## src/hdl/ebbd_pkg.sv

```systemverilog
`timescale 1ns / 1ps
// ----------------------------------------------------------------------------
// ebbd_pkg
// Shared types and constants for the built-in expansion-bus device core.
// ----------------------------------------------------------------------------
package ebbd_pkg;

    // Default sizes
    localparam int COMMAND_LENGTH = 7;
    localparam int STATUS_DEPTH   = 16;

    // Register access codes
    typedef enum logic [2:0] {
        OP_SELECT_WR   = 3'd0,
        OP_COMMAND_WR  = 3'd1,
        OP_STATUS_RD   = 3'd2,
        OP_POLL_WR     = 3'd3,
        OP_POLL_RD     = 3'd4,
        OP_DATA_RD     = 3'd5,
        OP_DATA_WR     = 3'd6,
        OP_RESERVED_RD = 3'd7
    } opcode_t;

    // Device constants
    localparam logic [3:0] BUILTIN_SELECT  = 4'hF;
    localparam logic [7:0] CMD_STATUS_REQ  = 8'h83;
    localparam logic [7:0] STATUS_FILL     = 8'h01;
    localparam logic [7:0] OTHER_POLL      = 8'h30;
    localparam logic [7:0] POLL_RESET      = 8'h0F;
    localparam logic [7:0] LOW_NIBBLE      = 8'h0F;
    localparam int         REPLY_LENGTH    = 12;

    // Poll register bit positions
    localparam int MASK_STATUS_BIT = 0;
    localparam int MASK_DATA_BIT   = 1;
    localparam int FLAG_STATUS_BIT = 4;
    localparam int FLAG_DATA_BIT   = 5;
    // Select high nibble bit that masks poll reads
    localparam int SEL_MASK_BIT    = 3;

    // Input transfer payload
    typedef struct packed {
        logic [2:0] opcode;
        logic [7:0] write_value;
    } in_item_t;

    // Result transfer payload
    typedef struct packed {
        logic [7:0] read_value;
        logic       interrupt_pulse;
    } out_item_t;

endpackage

```

## src/hdl/ebbd_in_stage.sv

```systemverilog
`timescale 1ns / 1ps
// ----------------------------------------------------------------------------
// ebbd_in_stage
// Input register: captures one access per cycle unless stalled, hands it on.
// ----------------------------------------------------------------------------
module ebbd_in_stage (
    input  logic              aclk,
    input  logic              aresetn,
    input  logic              s_valid,
    output logic              s_ready,
    input  ebbd_pkg::in_item_t s_payload,
    output logic              item_valid,
    input  logic              item_ready,
    output ebbd_pkg::in_item_t item
);

    logic               valid_reg;
    logic               valid_next;
    ebbd_pkg::in_item_t item_reg;

    // Accept whenever the held access leaves or nothing is held
    assign s_ready    = !valid_reg || item_ready;
    assign valid_next = s_ready ? s_valid : valid_reg;

    always_ff @(posedge aclk) begin
        if (!aresetn) begin
            valid_reg <= 1'b0;
        end else begin
            valid_reg <= valid_next;
        end
    end

    // Load payload on every accepted transfer
    always_ff @(posedge aclk) begin
        if (s_valid && s_ready) begin
            item_reg <= s_payload;
        end
    end

    assign item_valid = valid_reg;
    assign item       = item_reg;

endmodule

```

## src/hdl/ebbd_device.sv

```systemverilog
`timescale 1ns / 1ps
// ----------------------------------------------------------------------------
// ebbd_device
// Device state, access decode and result register.
// ----------------------------------------------------------------------------
module ebbd_device #(
    parameter int COMMAND_LENGTH = ebbd_pkg::COMMAND_LENGTH,
    parameter int STATUS_DEPTH   = ebbd_pkg::STATUS_DEPTH
) (
    input  logic                aclk,
    input  logic                aresetn,
    input  logic                item_valid,
    output logic                item_ready,
    input  ebbd_pkg::in_item_t  item,
    output logic                m_valid,
    input  logic                m_ready,
    output ebbd_pkg::out_item_t m_payload
);

    localparam int CW  = $clog2(COMMAND_LENGTH + 1);
    localparam int SCW = $clog2(STATUS_DEPTH + 1);
    localparam int HW  = $clog2(STATUS_DEPTH);
    localparam logic [CW-1:0]  CMD_LAST  = CW'(COMMAND_LENGTH - 1);
    localparam logic [HW-1:0]  HEAD_LAST = HW'(STATUS_DEPTH - 1);
    localparam logic [SCW-1:0] REPLY_CNT = SCW'(ebbd_pkg::REPLY_LENGTH);

    logic [3:0]     sel_reg, sel_next;
    logic [3:0]     sel_high_reg, sel_high_next;
    logic [7:0]     poll_reg, poll_next;
    logic [7:0]     first_reg, first_next;
    logic [CW-1:0]  cmd_count_reg, cmd_count_next;
    logic [SCW-1:0] st_count_reg, st_count_next;
    logic [HW-1:0]  head_reg, head_next;
    logic           out_valid_reg, out_valid_next;
    ebbd_pkg::out_item_t out_reg, out_next;

    logic              advance;
    logic              builtin;
    logic [7:0]        first_byte;
    logic [7:0]        poll_rd;
    ebbd_pkg::opcode_t op;

    assign item_ready = !out_valid_reg || m_ready;
    assign advance    = item_valid && item_ready;
    assign builtin    = (sel_reg == ebbd_pkg::BUILTIN_SELECT);
    assign op         = ebbd_pkg::opcode_t'(item.opcode);
    assign first_byte = (cmd_count_reg == '0) ? item.write_value : first_reg;

    // Decode one access and compute the next state and result
    always_comb begin
        sel_next       = sel_reg;
        sel_high_next  = sel_high_reg;
        poll_next      = poll_reg;
        first_next     = first_reg;
        cmd_count_next = cmd_count_reg;
        st_count_next  = st_count_reg;
        head_next      = head_reg;
        out_next       = out_reg;
        poll_rd        = builtin ? poll_reg : ebbd_pkg::OTHER_POLL;
        if (sel_high_reg[ebbd_pkg::SEL_MASK_BIT]) begin
            poll_rd = poll_rd & ebbd_pkg::LOW_NIBBLE;
        end
        if (advance) begin
            out_next.read_value      = 8'h00;
            out_next.interrupt_pulse = 1'b0;
            unique case (op)
                ebbd_pkg::OP_SELECT_WR: begin
                    sel_next      = item.write_value[3:0];
                    sel_high_next = item.write_value[7:4];
                end
                ebbd_pkg::OP_COMMAND_WR: begin
                    if (builtin) begin
                        if (cmd_count_reg == CMD_LAST) begin
                            // Full buffer: run the command
                            cmd_count_next = '0;
                            if (first_byte == ebbd_pkg::CMD_STATUS_REQ) begin
                                head_next     = '0;
                                st_count_next = REPLY_CNT;
                                poll_next[ebbd_pkg::FLAG_STATUS_BIT] = 1'b1;
                            end
                            out_next.interrupt_pulse =
                                (poll_next[ebbd_pkg::FLAG_STATUS_BIT]
                                 && poll_next[ebbd_pkg::MASK_STATUS_BIT])
                                || (poll_next[ebbd_pkg::FLAG_DATA_BIT]
                                 && poll_next[ebbd_pkg::MASK_DATA_BIT]);
                        end else begin
                            cmd_count_next = cmd_count_reg + CW'(1);
                            first_next     = first_byte;
                        end
                    end
                end
                ebbd_pkg::OP_STATUS_RD: begin
                    if (builtin && st_count_reg != '0) begin
                        // Queue holds the request byte at its start, fill after
                        out_next.read_value = (head_reg == '0) ? ebbd_pkg::CMD_STATUS_REQ
                                                               : ebbd_pkg::STATUS_FILL;
                        head_next     = (head_reg == HEAD_LAST) ? '0 : head_reg + HW'(1);
                        st_count_next = st_count_reg - SCW'(1);
                        if (st_count_reg == SCW'(1)) begin
                            poll_next[ebbd_pkg::FLAG_STATUS_BIT] = 1'b0;
                        end
                    end
                end
                ebbd_pkg::OP_POLL_WR: begin
                    if (builtin) begin
                        poll_next[3:0] = item.write_value[3:0];
                    end
                end
                ebbd_pkg::OP_POLL_RD: begin
                    out_next.read_value = poll_rd;
                end
                ebbd_pkg::OP_DATA_RD,
                ebbd_pkg::OP_DATA_WR,
                ebbd_pkg::OP_RESERVED_RD: begin
                end
                default: begin
                end
            endcase
        end
        out_valid_next = advance ? 1'b1 : (out_valid_reg && !m_ready);
    end

    // Hold control state
    always_ff @(posedge aclk) begin
        if (!aresetn) begin
            sel_reg       <= 4'h0;
            sel_high_reg  <= 4'h0;
            poll_reg      <= ebbd_pkg::POLL_RESET;
            cmd_count_reg <= '0;
            st_count_reg  <= '0;
            head_reg      <= '0;
            out_valid_reg <= 1'b0;
        end else begin
            sel_reg       <= sel_next;
            sel_high_reg  <= sel_high_next;
            poll_reg      <= poll_next;
            cmd_count_reg <= cmd_count_next;
            st_count_reg  <= st_count_next;
            head_reg      <= head_next;
            out_valid_reg <= out_valid_next;
        end
    end

    // Hold payload registers
    always_ff @(posedge aclk) begin
        first_reg <= first_next;
        out_reg   <= out_next;
    end

    assign m_valid   = out_valid_reg;
    assign m_payload = out_reg;

endmodule

```

## src/hdl/expansion_bus_builtin_device_core.sv

```systemverilog
`timescale 1ns / 1ps
// ----------------------------------------------------------------------------
// expansion_bus_builtin_device_core
// Built-in device at bus select 15: command buffer, status queue, poll
// register and fast-interrupt pulse, one register access per transfer.
//
//   Channel  Direction  Handshake           Payload
//   s_       in         s_valid / s_ready   opcode[2:0], write_value[7:0]
//   m_       out        m_valid / m_ready   read_value[7:0], interrupt_pulse
//
// One access enters per cycle while results are taken; each access passes through the
// input register and is presented from the result register.
// Synchronous active-low reset clears select, counts and pointer, and loads
// poll with 0x0F.
// A stalled result holds the result register; an empty input register still
// takes one more access, then s_ready drops until the result is taken.
// ----------------------------------------------------------------------------
module expansion_bus_builtin_device_core #(
    parameter int COMMAND_LENGTH = ebbd_pkg::COMMAND_LENGTH,
    parameter int STATUS_DEPTH   = ebbd_pkg::STATUS_DEPTH
) (
    input  logic                aclk,
    input  logic                aresetn,
    input  logic                s_valid,
    output logic                s_ready,
    input  ebbd_pkg::in_item_t  s_payload,
    output logic                m_valid,
    input  logic                m_ready,
    output ebbd_pkg::out_item_t m_payload
);

    logic               item_valid;
    logic               item_ready;
    ebbd_pkg::in_item_t item;

    // Register the incoming access
    ebbd_in_stage u_in_stage (
        .aclk       (aclk),
        .aresetn    (aresetn),
        .s_valid    (s_valid),
        .s_ready    (s_ready),
        .s_payload  (s_payload),
        .item_valid (item_valid),
        .item_ready (item_ready),
        .item       (item)
    );

    // Apply the access to device state and register the result
    ebbd_device #(
        .COMMAND_LENGTH (COMMAND_LENGTH),
        .STATUS_DEPTH   (STATUS_DEPTH)
    ) u_device (
        .aclk       (aclk),
        .aresetn    (aresetn),
        .item_valid (item_valid),
        .item_ready (item_ready),
        .item       (item),
        .m_valid    (m_valid),
        .m_ready    (m_ready),
        .m_payload  (m_payload)
    );

endmodule

```

## config.mk

```make
export PLATFORM = sky130hd
export DESIGN_NAME = expansion_bus_builtin_device_core
export DESIGN_NICKNAME = d
export VERILOG_FILES = /design/src/hdl/ebbd_pkg.sv /design/src/hdl/ebbd_in_stage.sv /design/src/hdl/ebbd_device.sv /design/src/hdl/expansion_bus_builtin_device_core.sv
export SDC_FILE = /design/constraint.sdc
export NUM_CORES = 1
export LEC_CHECK = 0
export BUFFER_PORTS_ARGS = -buffer_cell sky130_fd_sc_hd__buf_2
export CAP_MARGIN = 15
export CORE_MARGIN = 2
export CORE_UTILIZATION = 50
export DETAILED_ROUTE_END_ITERATION = 10
export GPL_ROUTABILITY_DRIVEN = 0
export PLACE_DENSITY_LB_ADDON = 0.08
export RECOVER_POWER = 50
export SYNTH_ARGS = -nofsm -noshare
export SYNTH_HDL_FRONTEND = slang
export SYNTH_SLANG_ARGS = --single-unit
```

## constraint.sdc

```tcl
create_clock -name aclk -period 2.64 [get_ports aclk]
set_input_delay 0.264 -clock aclk [delete_from_list [all_inputs] [get_ports aclk]]
set_output_delay 0.264 -clock aclk [all_outputs]
set_load 0.005 [all_outputs]
```

==> results of run 1 <==
==> metal layers <==
metal	vias to the layer above	routed length [um]	GRT usage
li1	779	-	-
met1	754	1970	0.231
met2	38	2160	0.313
met3	5	196	0.0492
met4	0	61	0.0713
met5	-	0	0
==> worst max-delay path: stages, from the launching register on <==
cell	delay (ps)
sky130_fd_sc_hd__edfxtp_1	440
sky130_fd_sc_hd__or3b_1	480
sky130_fd_sc_hd__or2_2	350
sky130_fd_sc_hd__nor2_1	520
==> layout by cell type, fill, tap and decap left out, types with 4 or more instances in the layout <==
cell type,instances
sky130_fd_sc_hd__a21oi_1,7
sky130_fd_sc_hd__mux2i_1,9
sky130_fd_sc_hd__ha_1,5
sky130_fd_sc_hd__nand4_1,5
sky130_fd_sc_hd__o21ai_0,5
sky130_fd_sc_hd__dfxtp_1,24
sky130_fd_sc_hd__nor3_1,4
sky130_fd_sc_hd__edfxtp_1,27
sky130_fd_sc_hd__nor2_1,19
sky130_fd_sc_hd__clkbuf_1,7
sky130_fd_sc_hd__mux2_2,8
sky130_fd_sc_hd__nand2_1,15
sky130_fd_sc_hd__and2_0,4
sky130_fd_sc_hd__nand3_1,5
sky130_fd_sc_hd__clkbuf_8,5
sky130_fd_sc_hd__buf_2,18
sky130_fd_sc_hd__inv_1,6
sky130_fd_sc_hd__nor2b_1,4
==> metrics by stage <==
step | cells | hold slack (ps) | setup WS (ps)
after floorplan | 195 | 363 | 684
after CTS | 275 | 124 | 475
after global placement | 267 | 440 | 549
after global routing | 275 | 115 | 371
after detailed placement | 267 | 442 | 487
final | 275 | 133 | 492
==> logic make-up after synthesis <==
family,Yosys count,share of synthesized area
other cells,1,0.00165
simple gates,75,0.186
buf+inv,13,0.0271
mux,17,0.0795
fa+ha+maj,5,0.0276
flops,51,0.570
compound gates,33,0.109
==> area by class of cell <==
type                       count  area [um^2]
clock buffer                   6         72.6
clock inverter                 2         12.5
fill                         368         1850
inverter                       7         26.3
multi-input combinational    131          913
sequential                    51         1290
tap                           52         65.1
timing repair buffer          26          128
==> power by group <==
group	internal (W)	switching (W)	total [W]
Sequential	0.000852	0.0000126	0.000865
Clock	0.000186	0.000253	0.000439
Combinational	0.0000249	0.0000325	0.0000574
Total	0.00106	0.000298	0.00136
==> worst max-delay path by stage <==
stage	startpoint	endpoint	slack, ps
final	u_in_stage.item[10]	u_device.first_reg[6]	490
after global routing	u_in_stage.item[10]	u_device.first_reg[0]	370
after CTS	u_in_stage.item[10]	u_device.first_reg[6]	480
after detailed placement	u_in_stage.item[10]	u_device.first_reg[0]	490
after global placement	u_in_stage.item[10]	u_device.first_reg[1]	550
after floorplan	u_in_stage.item[10]	u_device.first_reg[0]	680
==> results by stage, run 1 <==
Synthesis:
- Counting instances in the post-synthesis netlist gives the leading cell types as sky130_fd_sc_hd__edfxtp_1, sky130_fd_sc_hd__dfxtp_1, sky130_fd_sc_hd__nor2_1, sky130_fd_sc_hd__nand2_1, sky130_fd_sc_hd__mux2i_1.
- The fraction of the yosys area taken by sequential cells is 0.570.
- The number of cells produced by synthesis is 195.
- The post-synthesis sequential element count is 51.
- In the post-synthesis netlist, the biggest area contributors are sky130_fd_sc_hd__edfxtp_1, sky130_fd_sc_hd__dfxtp_1, sky130_fd_sc_hd__mux2i_1.
- The synthesized netlist contains 53 unique library cells.
- The share of synthesized area in the top cell type comes to 0.358.
- The mean area per synthesized cell is roughly 12 um^2.
- The async set or reset register ratio after synthesis is 0.
- The library cell with the largest summed area after synthesis is sky130_fd_sc_hd__edfxtp_1.
- The post-synthesis cell area is 2270 um^2.
- The number of enable flip-flop cells after synthesis is 27.
- The cell with the most instances after synthesis is sky130_fd_sc_hd__edfxtp_1.
- The primary flip-flop cell chosen by synthesis mapping is sky130_fd_sc_hd__edfxtp_1.
- The number of synthesis warnings is 0.
- When the netlist entered floorplanning its net count stood at 215.

Routing:
- In the routed layout, each cell is associated on average with a via count of 5.73.
- The post-detailed-route count of antenna-violating nets is 0.
- The routed layout has between 1500 and 2000 vias.
- The post-detailed-route DRC marker count is 0.
- After detailed routing, the average wire length per cell comes to ~16 um.
- The starting DRC count in detailed routing is 86.
- Summed over all layers, the routed wires come to 4390 um.
- The first-pass detailed-route iteration total is 4.

Place:
- The half-perimeter wire length after placement is 3210 um.
- The number of port buffers is 24.
- After detailed placement, the total cell area comes to approximately 2400 um^2.

STA:
- At the pin with the least slew margin, the transition time is between 700 and 800 ps.
- The final-report hold violation count is 0.
- The total negative setup slack is 0 ps.
- The final worst clock skew is between 10 and 15 ps.
- For this run, the top clock speed supported by timing is roughly 470 MHz.
- Setup repair after global routing left no endpoint under its margin.
- The number of setup violations in the final report is 0.
- Of the available clock period, the critical path in the final layout requires 0.814.
- The final number of max-transition violations is 0.
- The final critical delay including setup and external delays is 2150 ps.
- The worst-case headroom to the max-slew limit is 0.508.

Cells and area:
- Compared with the post-synthesis result, the final layout area differs by 10.7%.
- The final design area excluding fillers is 2510 um^2.
- Measured on the finished design, the core utilization comes to 0.576.
- The register with the most flip-flops in the layout has 11 of them.
- The share of final-layout standard cells stronger than drive strength 1 is 0.193.
- The number of antenna cells inserted is 0.
- The total number of nets in the final design is roughly 240.

Critical path:
- STA puts the critical path data required time at 2580 ps.
- The critical register-to-register path endpoint is u_device.first_reg[6].
- Along the worst path, the maximum fanout reaches 8.
- The data arrival time of the critical path is 2090 ps.
- The classification of the worst setup path is reg -> reg.
- The startpoint of the lowest-slack register-to-register path is u_in_stage.item[10].
- The startpoint type of the worst setup path is a flop.
- For the worst flop-to-flop path, the logic depth is 3.
- The nature of the critical path endpoint is a flop.
- The setup slack of the worst register-to-register path is 490 ps.

Global routing:
- The first-pass GRT wire length is ~7300 um.
- The number of antenna violations at the first check in global routing is 0.
- The total overflow left after global routing is 0.
- The via count of the first global-routing pass came to 1582.
- For this run, the total global-route usage over all layers was measured as 0.187.
- Entering global routing, the biggest net connects 19 pins.

CTS:
- Counting along the longest clock path gives a buffer depth of 2.
- TritonCTS built the clock tree.
- The cts-stage hold buffer count is 0.
- The clock-pin slew reported for the worst setup and hold paths after clock tree synthesis is approximately 90 ps.
- The post-CTS repair timing setup buffer count is 0.
- The clock sink count is just over 50.
- The cell at the root of the clock tree is sky130_fd_sc_hd__clkbuf_8.
- The clock buffer count from CTS is 5.
- The number of cells upsized or downsized after cts is 0.
- For the worst-skew pair, the clock arrives at the later sink with an insertion delay of approximately 310 ps.
- The H-tree was split into 2 levels.

Pwr:
- The design draws 0.00136 W.
- The power per cell area is ~540 nW/um^2.
- The worst IR drop on VDD is ~0.00037 V.
- Summed over all cells, the static leakage comes to between 0.9 and 1 nW.

Floorplan:
- The die area is between 5000 and 6000 um^2.
- The initial utilization of the core area, before any placement, comes to 0.520.
- The initialized floorplan defines 24 standard-cell rows.
- The die is about 70 um wide.
- After floorplanning, the core was sized to cover approximately 4400 um^2.
- The I/O pin total is 26.
- The die height is approximately 71 um.

Hold path:
- The end point of the most critical hold path is u_in_stage.item[2].
- Along the worst hold path, the cell count comes to 1.
- The class of the tightest hold or removal check is in -> reg.
- The startpoint identified for the worst hold timing path is s_payload[2].

Flow run:
- The number of maximum-capacitance violations is 0.

Status:
- The flow ran to the end, and the final reports show no timing, DRC or antenna violations.
Power figures use the tool's default switching activity.
==> inputs of run 2 (changes only) <==
==> constraint.sdc (replaced) <==
create_clock -name aclk -period 2.22 [get_ports aclk]
set_input_delay 0.222 -clock aclk [delete_from_list [all_inputs] [get_ports aclk]]
set_output_delay 0.222 -clock aclk [all_outputs]
set_load 0.005 [all_outputs]
==> run 2 against run 1 <==
Clock skew is 8.1 ps lower. Combinational power is 19% higher. Clock-buffer cell count is 1 higher. Register-to-register slack worse by 310 ps. Clock power is 26% higher. Sequential power is 19% higher. Largest power group unchanged. Highest routed layer unchanged.
==> results by stage, run 2 (synthesis results as in run 1) <==
CTS:
- The CTS tree is yes.
- The cts-stage hold buffer count was 0 (unchanged).
- The number of H-tree branching levels was 2 (unchanged).
- The post-CTS repair timing setup buffer count is 0 (unchanged).
- The clock-pin slew reported for the worst setup and hold paths after clock tree synthesis is 90 ps (about the same).
- The number of cells upsized or downsized after cts is 0 (unchanged).
- The clock insertion delay at the later pin of the skew report is 300 ps (about the same).
- The clock sink count is 51 (unchanged).
- The cell at the root of the clock tree is sky130_fd_sc_hd__clkbuf_8.
- The deepest clock path buffer count is 2 (unchanged).
- The clock buffer count from CTS was 5 (unchanged).

Global routing:
- The number of antenna violations at the first check in global routing is 0 (unchanged).
- The total routing resource utilization after global routing is 0.183 (-0.00348).
- The pin count of the biggest net entering global routing was 19 (unchanged).
- The global-route congestion overflow total is 0 (unchanged).
- The first-pass GRT wire length is 7280 um (-0.38%).
- The via count of the first global-routing pass was 1543 (-2.5%).

Critical path:
- The maximum fanout along the worst path is 9 (+1).
- The slowest stage of the critical path is the sky130_fd_sc_hd__or3b_2 cell.
- The data arrival time of the critical path is 2210 ps (+120 ps).
- The startpoint type of the worst setup path is a flop.
- The nature of the critical path endpoint is a flop.
- Traced cell by cell, the critical path runs through or3b_2 -> a21oi_2 -> o21a_2 -> o21a_1 -> a311oi_2.
- The largest incremental delay on the critical path is 530 ps (about the same).
- The setup path with the least slack is of type reg -> reg.
- The worst-case reg-to-reg path depth came to 5 (+2).
- The required time of the critical path came to 2400 ps (-180 ps).
- The endpoint identified for the worst register-to-register timing path is u_device.head_reg[3].
- The setup slack of the worst register-to-register path was 190 ps (-310 ps).
- The startpoint identified for the worst register-to-register timing path is u_in_stage.item[10].

STA:
- The share of the cycle needed by the critical path after routing was 0.917 (+0.103).
- The worst-case headroom to the max-slew limit is 0.526 (+0.0177).
- The final worst clock skew came to 3.82 ps (-8.07 ps).
- The smallest hold slack is 91.2 ps (-42.2 ps).
- The final number of max-transition violations is 0 (unchanged).
- The final critical delay including setup and external delays is 2030 ps (-114 ps).
- Setup repair after global routing left no endpoint under its margin.
- The transition time at the pin with the least slew margin is 711 ps (-26.5 ps).
- The peak clock frequency supported by timing is 491 MHz (+5.6%).
- The final-report hold violation count is 0 (unchanged).
- The total negative setup slack was 0 ps (unchanged).
- The number of setup violations in the final report was 0 (unchanged).

Routing:
- The vias after detailed routing is 1615 (+2.5%).
- The first-pass detailed-route iteration total is 4 (unchanged).
- The post-detailed-route count of antenna-violating nets is 0 (unchanged).
- The starting DRC count in detailed routing is 144 (+67%).
- The via-per-instance ratio was 5.83 (+1.7%).
- The post-detailed-route DRC marker count was 0 (unchanged).
- The wire length per cell after detailed routing is 15.9 um (-0.31%).
- The post-detailed-routing wire length is 4410 um (+0.41%).

Flow run:
- The number of maximum-capacitance violations was 0 (unchanged).

Place:
- The cell count after placement is 269 (+0.75%).
- The number of port buffers is 24 (unchanged).
- The half-perimeter wire length after placement is 3310 um (+3.2%).

Cells and area:
- The library cell used most frequently in the layout, excluding fill and tap cells, is sky130_fd_sc_hd__edfxtp_1.
- The flip-flop count of the largest register, all copies and words added came to 11 (unchanged).
- The number of filler cells placed in the layout is 351 (-4.6%).
- The total number of nets in the final design is 244 (+0.83%).
- The relative area change from synthesis to final layout is 11.9%.
- The final instance count without filler cells is 277 (+0.73%).
- In the layout the commonest cells are sky130_fd_sc_hd__edfxtp_1, sky130_fd_sc_hd__dfxtp_1, sky130_fd_sc_hd__nor2_1, sky130_fd_sc_hd__buf_2, sky130_fd_sc_hd__nand2_1.
- The share of final-layout standard cells stronger than drive strength 1 is 0.209 (+0.0161).
- The number of antenna cells inserted is 0 (unchanged).

Floorplan:
- The die area came to 5090 um^2 (unchanged).
- The effective utilization at floorplan is 0.520 (unchanged).
- The I/O pin total was 26 (unchanged).
- The die height is 71.3 um (unchanged).
- The number of placement rows is 24 (unchanged).
- The horizontal die dimension was 71.3 um (unchanged).
- The placeable core area is 4350 um^2 (unchanged).

Hold path:
- The end point of the most critical hold path is u_in_stage.item[3].
- The cell count of the worst hold path was 1 (unchanged).
- The class of the tightest hold or removal check is in -> reg.
- The beginning of the worst hold path is s_payload[3].

Pwr:
- The worst IR drop on VDD came to 0.000498 V (+35%).
- The total leakage power was 0.971 nW (+2.0%).
- The power per cell area was 650 nW/um^2 (+20%).

Status:
- The flow ran to the end, and the final reports show no timing, DRC or antenna violations.
==> run 2: cell types whose count changed in the layout (fill, tap and decap cells not counted), sizes merged <==
| cell | change |
|---|---|
| clkinv | -1 |
| buf | +3 |
==> run 2: cell type report <==
cell class,instances,area (um^2),area share
Sequential cell,51,1290,0.509
Multi-Input combinational cell,131,913,0.360
Timing Repair Buffer,28,144,0.0568
Clock buffer,7,86.3,0.0341
Tap cell,52,65.1,0.0257
Inverter,7,26.3,0.0104
Clock inverter,1,8.76,0.00346
==> run 2: layer usage <==
| layer | vias up | routed length [um] | track usage |
|---|---|---|---|
| met5 | - | 0 | 0 |
| met1 | 764 | 1920 | 0.235 |
| met4 | 0 | 48 | 0.0524 |
| met2 | 59 | 2210 | 0.313 |
| met3 | 7 | 230 | 0.0394 |
| li1 | 785 | - | - |
==> run 2: metrics by stage <==
step / instance area [um^2] / power [W] / setup slack [ps] / utilization
floorplan: 2270 / 0.00108 / 264 / -
global placement: 2450 / 0.00112 / 289 / 0.562
detailed placement: 2450 / 0.00112 / 207 / 0.562
CTS: 2540 / 0.00165 / 190 / 0.584
global route: 2530 / 0.00171 / 74.3 / 0.582
finish: 2530 / 0.00165 / 185 / 0.582
==> run 2: worst max path at each step <==
| stage | startpoint | end | slack (ps) | depth (start not counted) |
|---|---|---|---|---|
| after floorplan | u_in_stage.item[10] | u_device.first_reg[0] | 260 | 3 |
| after global placement | u_in_stage.item[10] | u_device.head_reg[3] | 290 | 5 |
| after global routing | u_in_stage.item[10] | u_device.head_reg[3] | 70 | 5 |
| after detailed placement | u_in_stage.item[10] | u_device.head_reg[3] | 210 | 5 |
| final | u_in_stage.item[10] | u_device.head_reg[3] | 190 | 5 |
| after CTS | u_in_stage.item[10] | u_device.head_reg[3] | 190 | 5 |
==> run 2: power by group <==
| part | internal [W] | total (W) | switching [W] |
|---|---|---|---|
| registers | 0.00101 | 0.00103 | 0.0000146 |
| clock network | 0.000256 | 0.000551 | 0.000295 |
| logic | 0.0000301 | 0.0000682 | 0.0000381 |
==> run 2: worst max-delay path: cells and delay by family (launching register included) <==
family	cells	cell delay [ps]
AO/OA/AOI/OAI	4	930
flip-flops	1	450
AND/OR/NAND/NOR	1	530
